--- src/rtl/gpio_port_with_open_drain_pulls_unit_defines.svh ---
// Assertion macros shared by the port RTL.
`ifndef GPIO_PORT_WITH_OPEN_DRAIN_PULLS_UNIT_DEFINES_SVH
`define GPIO_PORT_WITH_OPEN_DRAIN_PULLS_UNIT_DEFINES_SVH

`ifndef SYNTHESIS
// Check a property, held off while reset is low.
`define GP_ASSERT(name, clk, rst_n, prop) \
    name: assert property (@(posedge clk) disable iff (!rst_n) prop) \
        else $error("gpio port assertion failed");
// Check a property on every edge, reset included.
`define GP_ASSERT_ALWAYS(name, clk, prop) \
    name: assert property (@(posedge clk) prop) \
        else $error("gpio port assertion failed");
`else
`define GP_ASSERT(name, clk, rst_n, prop)
`define GP_ASSERT_ALWAYS(name, clk, prop)
`endif

`endif

--- src/rtl/gpodp_pkg.sv ---
`default_nettype none

package gpodp_pkg;

    typedef enum logic [1:0] {
        CMD_READ       = 2'd0,
        CMD_WRITE      = 2'd1,
        CMD_DRIVE      = 2'd2,
        CMD_DISCONNECT = 2'd3
    } t_cmd;

    typedef enum logic [1:0] {
        ST_OK        = 2'd0,
        ST_BAD_OFF   = 2'd1,
        ST_REFUSED   = 2'd2,
        ST_RESERVED  = 2'd3
    } t_status;

    typedef enum logic [1:0] {
        CFG_MODE_RST  = 2'd0,
        CFG_SPEED_RST = 2'd1,
        CFG_PULL_RST  = 2'd2,
        CFG_NONE      = 2'd3
    } t_cfg_idx;

    localparam logic [9:0] OFF_MODE   = 10'h000;
    localparam logic [9:0] OFF_OTYPE  = 10'h004;
    localparam logic [9:0] OFF_SPEED  = 10'h008;
    localparam logic [9:0] OFF_PULL   = 10'h00C;
    localparam logic [9:0] OFF_INPUT  = 10'h010;
    localparam logic [9:0] OFF_OUTPUT = 10'h014;
    localparam logic [9:0] OFF_BSRR   = 10'h018;
    localparam logic [9:0] OFF_LOCK   = 10'h01C;
    localparam logic [9:0] OFF_AFL    = 10'h020;
    localparam logic [9:0] OFF_AFH    = 10'h024;
    localparam logic [9:0] OFF_BRR    = 10'h028;
    localparam logic [9:0] OFF_ASCR   = 10'h02C;

    localparam logic [1:0] MODE_OUTPUT = 2'b01;
    localparam logic [1:0] PULL_UP     = 2'b01;
    localparam logic [1:0] PULL_DOWN   = 2'b10;

    typedef struct packed {
        t_cmd        cmd;
        logic [9:0]  reg_offset;
        logic [31:0] write_data;
        logic [3:0]  pin_line;
        logic        pin_level;
        logic [15:0] disconnect_mask;
    } t_in_item;

    typedef struct packed {
        logic [31:0] read_data;
        logic [15:0] rise_pins;
        logic [15:0] fall_pins;
        t_status     status;
    } t_out_item;

endpackage

`default_nettype wire

--- src/rtl/gpio_port_with_open_drain_pulls_unit.sv ---
// GPIO port of up to 16 pins with open-drain outputs and pull resistors. Each
// request is a bus read, a bus write, an external drive of one pin or a mask
// of pins to disconnect; its result is loaded into the output register at the
// same edge that accepts it, so one request per cycle goes through when the
// result side takes results as they come. The result register is the only
// stage: a new request is accepted whenever no result is pending or the
// pending result is taken in the same cycle. A write to the configuration
// port with any index but CFG_NONE reloads the whole port state from the
// stored reset values.
`default_nettype none

`include "gpio_port_with_open_drain_pulls_unit_defines.svh"

module gpio_port_with_open_drain_pulls_unit
    import gpodp_pkg::*;
#(
    parameter int NUM_PINS = 16
) (
    input  wire logic        i_clk,
    input  wire logic        i_rst_n,
    input  wire logic        i_in_valid,
    output logic             o_in_stall,
    input  wire t_in_item    i_in_data,
    output logic             o_out_valid,
    input  wire logic        i_out_stall,
    output t_out_item        o_out_data,
    input  wire logic        i_cfg_we,
    input  wire logic [1:0]  i_cfg_index,
    input  wire logic [31:0] i_cfg_wdata
);

    localparam logic [15:0] PinMask = 16'((32'd1 << NUM_PINS) - 32'd1);

    // resolve every pin's input level; a floating pin with no pull keeps its old bit
    function automatic logic [15:0] f_refresh(
        input logic [31:0] mode,
        input logic [15:0] otype,
        input logic [31:0] pull,
        input logic [15:0] outb,
        input logic [15:0] flt,
        input logic [15:0] dh,
        input logic [15:0] old
    );
        logic [15:0] val;
        logic [1:0]  pl;
        logic        ext;
        val = old;
        for (int p = 0; p < 16; p++) begin
            pl  = pull[2*p +: 2];
            ext = !flt[p];
            if (p < NUM_PINS) begin
                if (mode[2*p +: 2] == MODE_OUTPUT) begin
                    if (!otype[p] || !outb[p]) begin
                        val[p] = outb[p];
                    end else if (ext && !dh[p]) begin
                        val[p] = 1'b0;
                    end else if (pl == PULL_UP) begin
                        val[p] = 1'b1;
                    end else if (pl == PULL_DOWN) begin
                        val[p] = 1'b0;
                    end
                end else if (ext) begin
                    val[p] = dh[p];
                end else if (pl == PULL_UP) begin
                    val[p] = 1'b1;
                end else if (pl == PULL_DOWN) begin
                    val[p] = 1'b0;
                end
            end
        end
        return val;
    endfunction

    // externally driven output pins that would fight the port
    function automatic logic [15:0] f_conflicts(
        input logic [31:0] mode,
        input logic [15:0] otype,
        input logic [15:0] flt,
        input logic [15:0] dh
    );
        logic [15:0] m;
        m = '0;
        for (int p = 0; p < 16; p++) begin
            if (p < NUM_PINS && !flt[p] && mode[2*p +: 2] == MODE_OUTPUT
                && (!otype[p] || dh[p])) begin
                m[p] = 1'b1;
            end
        end
        return m;
    endfunction

    logic [31:0] r_mode_rv, r_speed_rv, r_pull_rv;
    logic [31:0] r_mode, n_mode;
    logic [15:0] r_otype, n_otype;
    logic [31:0] r_speed, n_speed;
    logic [31:0] r_pull, n_pull;
    logic [15:0] r_input, n_input;
    logic [15:0] r_output, n_output;
    logic [15:0] r_lock, n_lock;
    logic [31:0] r_afl, n_afl;
    logic [31:0] r_afh, n_afh;
    logic [15:0] r_ascr, n_ascr;
    logic [15:0] r_float, n_float;
    logic [15:0] r_dh, n_dh;
    logic        r_out_valid;
    t_out_item   r_out, n_out;

    logic        in_acc;
    logic        upd;
    logic [15:0] pin_bit;
    logic [31:0] cfg_mode, cfg_speed, cfg_pull;

    assign o_in_stall  = r_out_valid && i_out_stall;
    assign in_acc      = i_in_valid && !o_in_stall;
    assign o_out_valid = r_out_valid;
    assign o_out_data  = r_out;
    assign pin_bit     = 16'd1 << i_in_data.pin_line;

    // stored reset values as they stand after this edge's config write
    always_comb begin
        cfg_mode  = r_mode_rv;
        cfg_speed = r_speed_rv;
        cfg_pull  = r_pull_rv;
        unique case (t_cfg_idx'(i_cfg_index))
            CFG_MODE_RST:  cfg_mode  = i_cfg_wdata;
            CFG_SPEED_RST: cfg_speed = i_cfg_wdata;
            CFG_PULL_RST:  cfg_pull  = i_cfg_wdata;
            default: ;
        endcase
    end

    always_comb begin
        n_mode   = r_mode;
        n_otype  = r_otype;
        n_speed  = r_speed;
        n_pull   = r_pull;
        n_output = r_output;
        n_lock   = r_lock;
        n_afl    = r_afl;
        n_afh    = r_afh;
        n_ascr   = r_ascr;
        n_float  = r_float;
        n_dh     = r_dh;
        upd      = 1'b0;
        n_out.read_data = '0;
        n_out.status    = ST_OK;

        case (i_in_data.cmd)
            CMD_READ: begin
                unique case (i_in_data.reg_offset)
                    OFF_MODE:   n_out.read_data = r_mode;
                    OFF_OTYPE:  n_out.read_data = {16'd0, r_otype};
                    OFF_SPEED:  n_out.read_data = r_speed;
                    OFF_PULL:   n_out.read_data = r_pull;
                    OFF_INPUT:  n_out.read_data = {16'd0, r_input};
                    OFF_OUTPUT: n_out.read_data = {16'd0, r_output};
                    OFF_BSRR:   n_out.read_data = '0;
                    OFF_LOCK:   n_out.read_data = {16'd0, r_lock};
                    OFF_AFL:    n_out.read_data = r_afl;
                    OFF_AFH:    n_out.read_data = r_afh;
                    OFF_BRR:    n_out.read_data = '0;
                    OFF_ASCR:   n_out.read_data = {16'd0, r_ascr};
                    default:    n_out.status    = ST_BAD_OFF;
                endcase
            end
            CMD_WRITE: begin
                unique case (i_in_data.reg_offset)
                    OFF_MODE: begin
                        n_mode  = i_in_data.write_data;
                        n_float = r_float | f_conflicts(n_mode, r_otype, r_float, r_dh);
                        upd     = 1'b1;
                    end
                    OFF_OTYPE: begin
                        n_otype = i_in_data.write_data[15:0];
                        n_float = r_float | f_conflicts(r_mode, n_otype, r_float, r_dh);
                        upd     = 1'b1;
                    end
                    OFF_SPEED: n_speed = i_in_data.write_data;
                    OFF_PULL: begin
                        n_pull = i_in_data.write_data;
                        upd    = 1'b1;
                    end
                    OFF_INPUT: ;
                    OFF_OUTPUT: begin
                        n_output = i_in_data.write_data[15:0];
                        upd      = 1'b1;
                    end
                    OFF_BSRR: begin
                        // set wins over reset
                        n_output = (r_output & ~i_in_data.write_data[31:16])
                                 | i_in_data.write_data[15:0];
                        upd      = 1'b1;
                    end
                    OFF_LOCK:  n_lock = i_in_data.write_data[15:0];
                    OFF_AFL:   n_afl  = i_in_data.write_data;
                    OFF_AFH:   n_afh  = i_in_data.write_data;
                    OFF_BRR: begin
                        n_output = r_output & ~i_in_data.write_data[15:0];
                        upd      = 1'b1;
                    end
                    OFF_ASCR:  n_ascr = i_in_data.write_data[15:0];
                    default:   n_out.status = ST_BAD_OFF;
                endcase
            end
            CMD_DRIVE: begin
                // only an open-drain output may be pulled low from outside
                if ({1'b0, i_in_data.pin_line} >= 5'(NUM_PINS)
                    || (r_mode[{i_in_data.pin_line, 1'b0} +: 2] == MODE_OUTPUT
                        && !(r_otype[i_in_data.pin_line] && !i_in_data.pin_level))) begin
                    n_out.status = ST_REFUSED;
                end else begin
                    n_float = r_float & ~pin_bit;
                    n_dh    = i_in_data.pin_level ? (r_dh | pin_bit) : (r_dh & ~pin_bit);
                    upd     = 1'b1;
                end
            end
            default: begin
                n_float = r_float | i_in_data.disconnect_mask;
                upd     = 1'b1;
            end
        endcase

        n_input = upd ? f_refresh(n_mode, n_otype, n_pull, n_output, n_float, n_dh, r_input)
                      : r_input;
        n_out.rise_pins = n_input & ~r_input & PinMask;
        n_out.fall_pins = ~n_input & r_input & PinMask;
    end

    always_ff @(posedge i_clk) begin
        if (!i_rst_n) begin
            r_mode_rv   <= '0;
            r_speed_rv  <= '0;
            r_pull_rv   <= '0;
            r_mode      <= '0;
            r_otype     <= '0;
            r_speed     <= '0;
            r_pull      <= '0;
            r_input     <= '0;
            r_output    <= '0;
            r_lock      <= '0;
            r_afl       <= '0;
            r_afh       <= '0;
            r_ascr      <= '0;
            r_float     <= '1;
            r_dh        <= '0;
            r_out_valid <= 1'b0;
        end else if (i_cfg_we) begin
            // store the reset values; any index but CFG_NONE also reloads the port from them
            r_mode_rv  <= cfg_mode;
            r_speed_rv <= cfg_speed;
            r_pull_rv  <= cfg_pull;
            if (i_cfg_index != CFG_NONE) begin
                r_mode   <= cfg_mode;
                r_otype  <= '0;
                r_speed  <= cfg_speed;
                r_pull   <= cfg_pull;
                r_input  <= f_refresh(cfg_mode, 16'd0, cfg_pull, 16'd0, '1, 16'd0, 16'd0);
                r_output <= '0;
                r_lock   <= '0;
                r_afl    <= '0;
                r_afh    <= '0;
                r_ascr   <= '0;
                r_float  <= '1;
                r_dh     <= '0;
            end
        end else begin
            if (in_acc) begin
                r_mode   <= n_mode;
                r_otype  <= n_otype;
                r_speed  <= n_speed;
                r_pull   <= n_pull;
                r_input  <= n_input;
                r_output <= n_output;
                r_lock   <= n_lock;
                r_afl    <= n_afl;
                r_afh    <= n_afh;
                r_ascr   <= n_ascr;
                r_float  <= n_float;
                r_dh     <= n_dh;
            end
            if (in_acc) begin
                r_out_valid <= 1'b1;
            end else if (!i_out_stall) begin
                r_out_valid <= 1'b0;
            end
        end
    end

    always_ff @(posedge i_clk) begin
        if (in_acc) begin
            r_out <= n_out;
        end
    end

    `GP_ASSERT(a_read_no_edges, i_clk, i_rst_n,
        (in_acc && !i_cfg_we && i_in_data.cmd == CMD_READ) |=>
        (r_out.rise_pins == 16'd0 && r_out.fall_pins == 16'd0))
    `GP_ASSERT(a_nonread_zero_data, i_clk, i_rst_n,
        (in_acc && !i_cfg_we && i_in_data.cmd != CMD_READ) |=> (r_out.read_data == 32'd0))
    `GP_ASSERT(a_bad_pin_refused, i_clk, i_rst_n,
        (in_acc && !i_cfg_we && i_in_data.cmd == CMD_DRIVE
         && {1'b0, i_in_data.pin_line} >= 5'(NUM_PINS)) |=> (r_out.status == ST_REFUSED))
    `GP_ASSERT(a_edges_match_input, i_clk, i_rst_n,
        r_out_valid |-> ((r_out.rise_pins & ~r_input) == 16'd0
                         && (r_out.fall_pins & r_input) == 16'd0))
    `GP_ASSERT_ALWAYS(a_cfg_reloads, i_clk,
        (i_rst_n && i_cfg_we && i_cfg_index != CFG_NONE) |=>
        (r_float == 16'hFFFF && r_dh == 16'd0))

endmodule

`default_nettype wire

--- config.mk ---
export PLATFORM = sky130hd
export DESIGN_NAME = gpio_port_with_open_drain_pulls_unit
export DESIGN_NICKNAME = d
export VERILOG_FILES = /design/src/rtl/gpodp_pkg.sv /design/src/rtl/gpio_port_with_open_drain_pulls_unit.sv
export VERILOG_INCLUDE_DIRS = /design/src /design/src/rtl
export SDC_FILE = /design/constraint.sdc
export NUM_CORES = 1
export LEC_CHECK = 0
export ABC_AREA = 1
export BUFFER_PORTS_ARGS = -buffer_cell sky130_fd_sc_hd__buf_4
export CORE_MARGIN = 2
export CORE_UTILIZATION = 30
export CTS_BUF_LIST = sky130_fd_sc_hd__clkbuf_8
export CTS_CLUSTER_SIZE = 25
export DETAILED_ROUTE_END_ITERATION = 16
export GPL_TIMING_DRIVEN = 0
export PLACE_DENSITY = 0.56
export REMOVE_ABC_BUFFERS = 1
export SYNTH_ARGS = -nofsm -noshare
export SYNTH_HDL_FRONTEND = slang
export SYNTH_SLANG_ARGS = --single-unit
--- constraint.sdc ---
create_clock -name i_clk -period 6.5 [get_ports i_clk]
set_input_delay 0.65 -clock i_clk [delete_from_list [all_inputs] [get_ports i_clk]]
set_output_delay 0.65 -clock i_clk [all_outputs]
set_load 0.01 [all_outputs]
==> flow_metrics.py <==
metrics = {
    "detailed_routing": {
        "vias_per_cell": 5.40,
        "drcViolationCount": 0,
        "vias": 25032,
        "drt_iter0_drc": 2997,
        "wl_microns": 102000,
        "routedWlPerCell_microns": 22.1,
        "postRouteAntennaNets": 0,
        "firstDrtPassIters": 6,
    },
    "synth": {
        "synth.avg_cell_area_sq_um": 6.73,
        "yosysSeqAreaShare_pct": 40.2,
        "synth_flop_cell": "dfxtp_1",
        "synth-seq-cells": 435,
        "synth_commonest_cells": "nand2_1, o21ai_0, dfxtp_1",
        "yosysMostFrequentCell": "nand2_1",
        "synthDistinctLibCells": 41,
        "syn_area_sq_um": 23300,
        "synthTopCellsByArea": "dfxtp_1, nand2_1, edfxtp_1, o21ai_0, a21oi_1",
        "netlist_instances": 3463,
        "synth_top_area_share_pct": 31.7,
        "synth_edf_count": 66,
        "yosysTopAreaCell": "dfxtp_1",
        "async_flop_share_pct": 0,
        "yosysWarnings": 0,
    },
    "outcome": {
        "status": "finished with violations",
        "violations": "capacitance limit, slew limit",
    },
    "final_layout": {
        "fin_cells": 4633,
        "drive_gt1_share_pct": 11.8,
        "n_fill_cell": 8376,
        "area_growth_pct": 17.3,
        "layout.nets": 3629,
    },
    "setup_path": {
        "path_buf_inv": 3,
        "worstPathArrival_ns": 5.62,
        "cp_num_cells": 12,
        "cp_slowest_cell": "nand2_1",
        "critPathKind": "in -> reg",
        "path_cells": "buf_4, nor2_2, nand2_2, nor2_4, inv_2, nor2_8, inv_1, nand2_1, nor4_1, nand2_1, nand2_1, a41oi_1",
        "crit_fanout": 37,
        "critical_path.top_delay_family": "simple AND/OR/NAND/NOR gates",
        "end_kind": "flip-flop",
        "worst_setup_path_start_kind": "input port",
        "slowest_delay_ns": 0.83,
        "rr_worst_depth": 8,
        "crit_top_cell": "nand2_1",
        "crit_required_ns": 6.93,
    },
    "floorplan": {
        "start_util_pct": 30.2,
        "ios": 172,
        "die-area_sq_um": 79900,
        "fp.dieH_microns": 283,
        "fp-row-count": 102,
        "coreArea_sq_um": 77200,
        "die_width_microns": 283,
    },
    "sta": {
        "min_period_ns": 5.19,
        "rsz0062_at_grt": "no",
        "fin_crit_sh_pct": 79.9,
        "skew_ns": 0.0364,
        "max_slew.worst_pin.slew_ns": 1.51,
        "slew_headroom_pct": -0.632,
        "setup_viol": 0,
        "slew_viol_final": 34,
        "clock.fmax_mhz": 193,
        "hold_viol": 0,
        "hold-worst-slack_ns": 0.299,
    },
    "clock_tree": {
        "cts.repair.resized": 0,
        "cts_max_path_buffers": 3,
        "cts_tree": "yes",
        "path_clk_slew_ns": 0.06,
        "hold_buffers": 0,
        "post_cts_buffers": 0,
        "numCtsBuffers": 83,
        "clk_latency_ns": 0.72,
        "clock-sinks": 435,
        "ctsRootBufferMaster": "clkbuf_8",
        "cts.htree.levels": 3,
    },
    "placement": {
        "gp_congestion": 0.927,
        "hpwl_microns": 66400,
        "placed_cells": 4480,
        "io_buffers": 171,
    },
    "global_routing": {
        "grt.overflow.total": 0,
        "grt_max_degree": 116,
        "antenna_found_initial": 7,
        "grt_pass1_wl_microns": 149000,
        "track_usage_pct": 25.2,
        "grt_pass1_vias": 22645,
    },
    "hold_path": {
        "min_path_cells": 3,
        "hp-class": "in -> reg",
    },
    "pwr": {
        "pwr-share-clk_pct": 40.4,
        "intPower_mw": 4.64,
        "power_frac_seq_pct": 44.3,
        "p_sw_share_pct": 31.5,
        "cellPowerDensity_nw_per_um2": 248,
        "total_power_mw": 6.77,
        "irDropWorstVdd_mv": 0.144,
        "combPwrFrac_pct": 15.3,
        "p_leak_nw": 11.4,
        "p_switching_mw": 2.13,
    },
    "flow_run": {
        "maxCapViolCount": 2,
    },
}
## worst min-delay path, cell delays in order
cell and delay, ns:
buf_4 0.08, o21ai_0 0.07, a21oi_1 0.14
## metrics by stage
step / utilization (%) / TNS [ns] / area, sq um / setup WS, ns
after floorplan: - / -32.07 / 22400 / -0.524
after global placement: 32.4 / -1536.73 / 25000 / -8.66
after detailed placement: 33.3 / 0 / 25700 / 0.892
after CTS: 35.4 / 0 / 27300 / 1.64
after global routing: 35.4 / 0 / 27300 / 1.39
final: 35.4 / 0 / 27300 / 1.31
## sequential cells by signal, summed over array words and instances (netlist names)
signal       flops
o_out_data      66
o_out_valid      1
r_afh           32
r_afl           32
r_ascr          16
r_dh            16
r_float         16
r_input         16
r_lock          16
r_mode          32
r_mode_rv       32
r_otype         16
r_output        16
r_pull          32
r_pull_rv       32
r_speed         32
r_speed_rv      32
## worst paths after layout
check                 from              to  slack (ns)
max reg2reg    o_out_valid       r_lock[9]        2.44
min            i_out_stall     o_out_valid        0.30
min reg2reg      r_lock[3]       r_lock[3]        0.45
max          i_in_data[54]  o_out_data[43]        1.31
## cell usage in the layout (no fill, tap or decap), types with 48 or more instances in the layout
cell | netlist | final
a31oi_1 | 106 | 106
dfxtp_1 | 369 | 369
nand3_1 | 217 | 217
inv_1 | 346 | 375
o21ai_0 | 370 | 370
nor2_1 | 170 | 164
nand2_1 | 932 | 929
edfxtp_1 | 66 | 66
buf_4 | 5 | 169
a21oi_1 | 333 | 331
or2_2 | 48 | 48
o211ai_1 | 64 | 64
clkbuf_8 | 0 | 98
## cell families after synthesis
| group | synth area share [%] |
|---|---|
| flops | 40.2 |
| simple gates | 26.4 |
| compound gates | 23.7 |
| buf+inv | 9.67 |
## final cells by class
type | instances | area [sq um] | share of cell area [%]
antenna | 3 | 7.51 | 0.0275
clock buffer | 98 | 1350 | 4.93
clock inverter | 52 | 277 | 1.01
inverter | 364 | 1380 | 5.05
multi-input combinational | 2445 | 11800 | 43.1
sequential | 435 | 9370 | 34.3
tap | 1040 | 1300 | 4.76
timing repair buffer | 196 | 1870 | 6.85
## metal layers
layer | share of wire [%] | global-route usage [%]
met3 | 10 | 5.62
met1 | 42 | 33.9
met4 | 4.8 | 11.7
met2 | 43 | 38.1
met5 | 0.072 | 0
## power by group through the flow
stage / logic (mW) / registers [mW] / clock network, mW
after floorplan: 0.546 / 3.03 / 0
after global placement: 0.975 / 3.06 / 0
after detailed placement: 1.02 / 3.05 / 0
after CTS: 1.02 / 3.00 / 2.77
after global routing: 1.13 / 3.01 / 2.90
final: 1.03 / 3.00 / 2.73
Power figures use the tool's default switching activity.
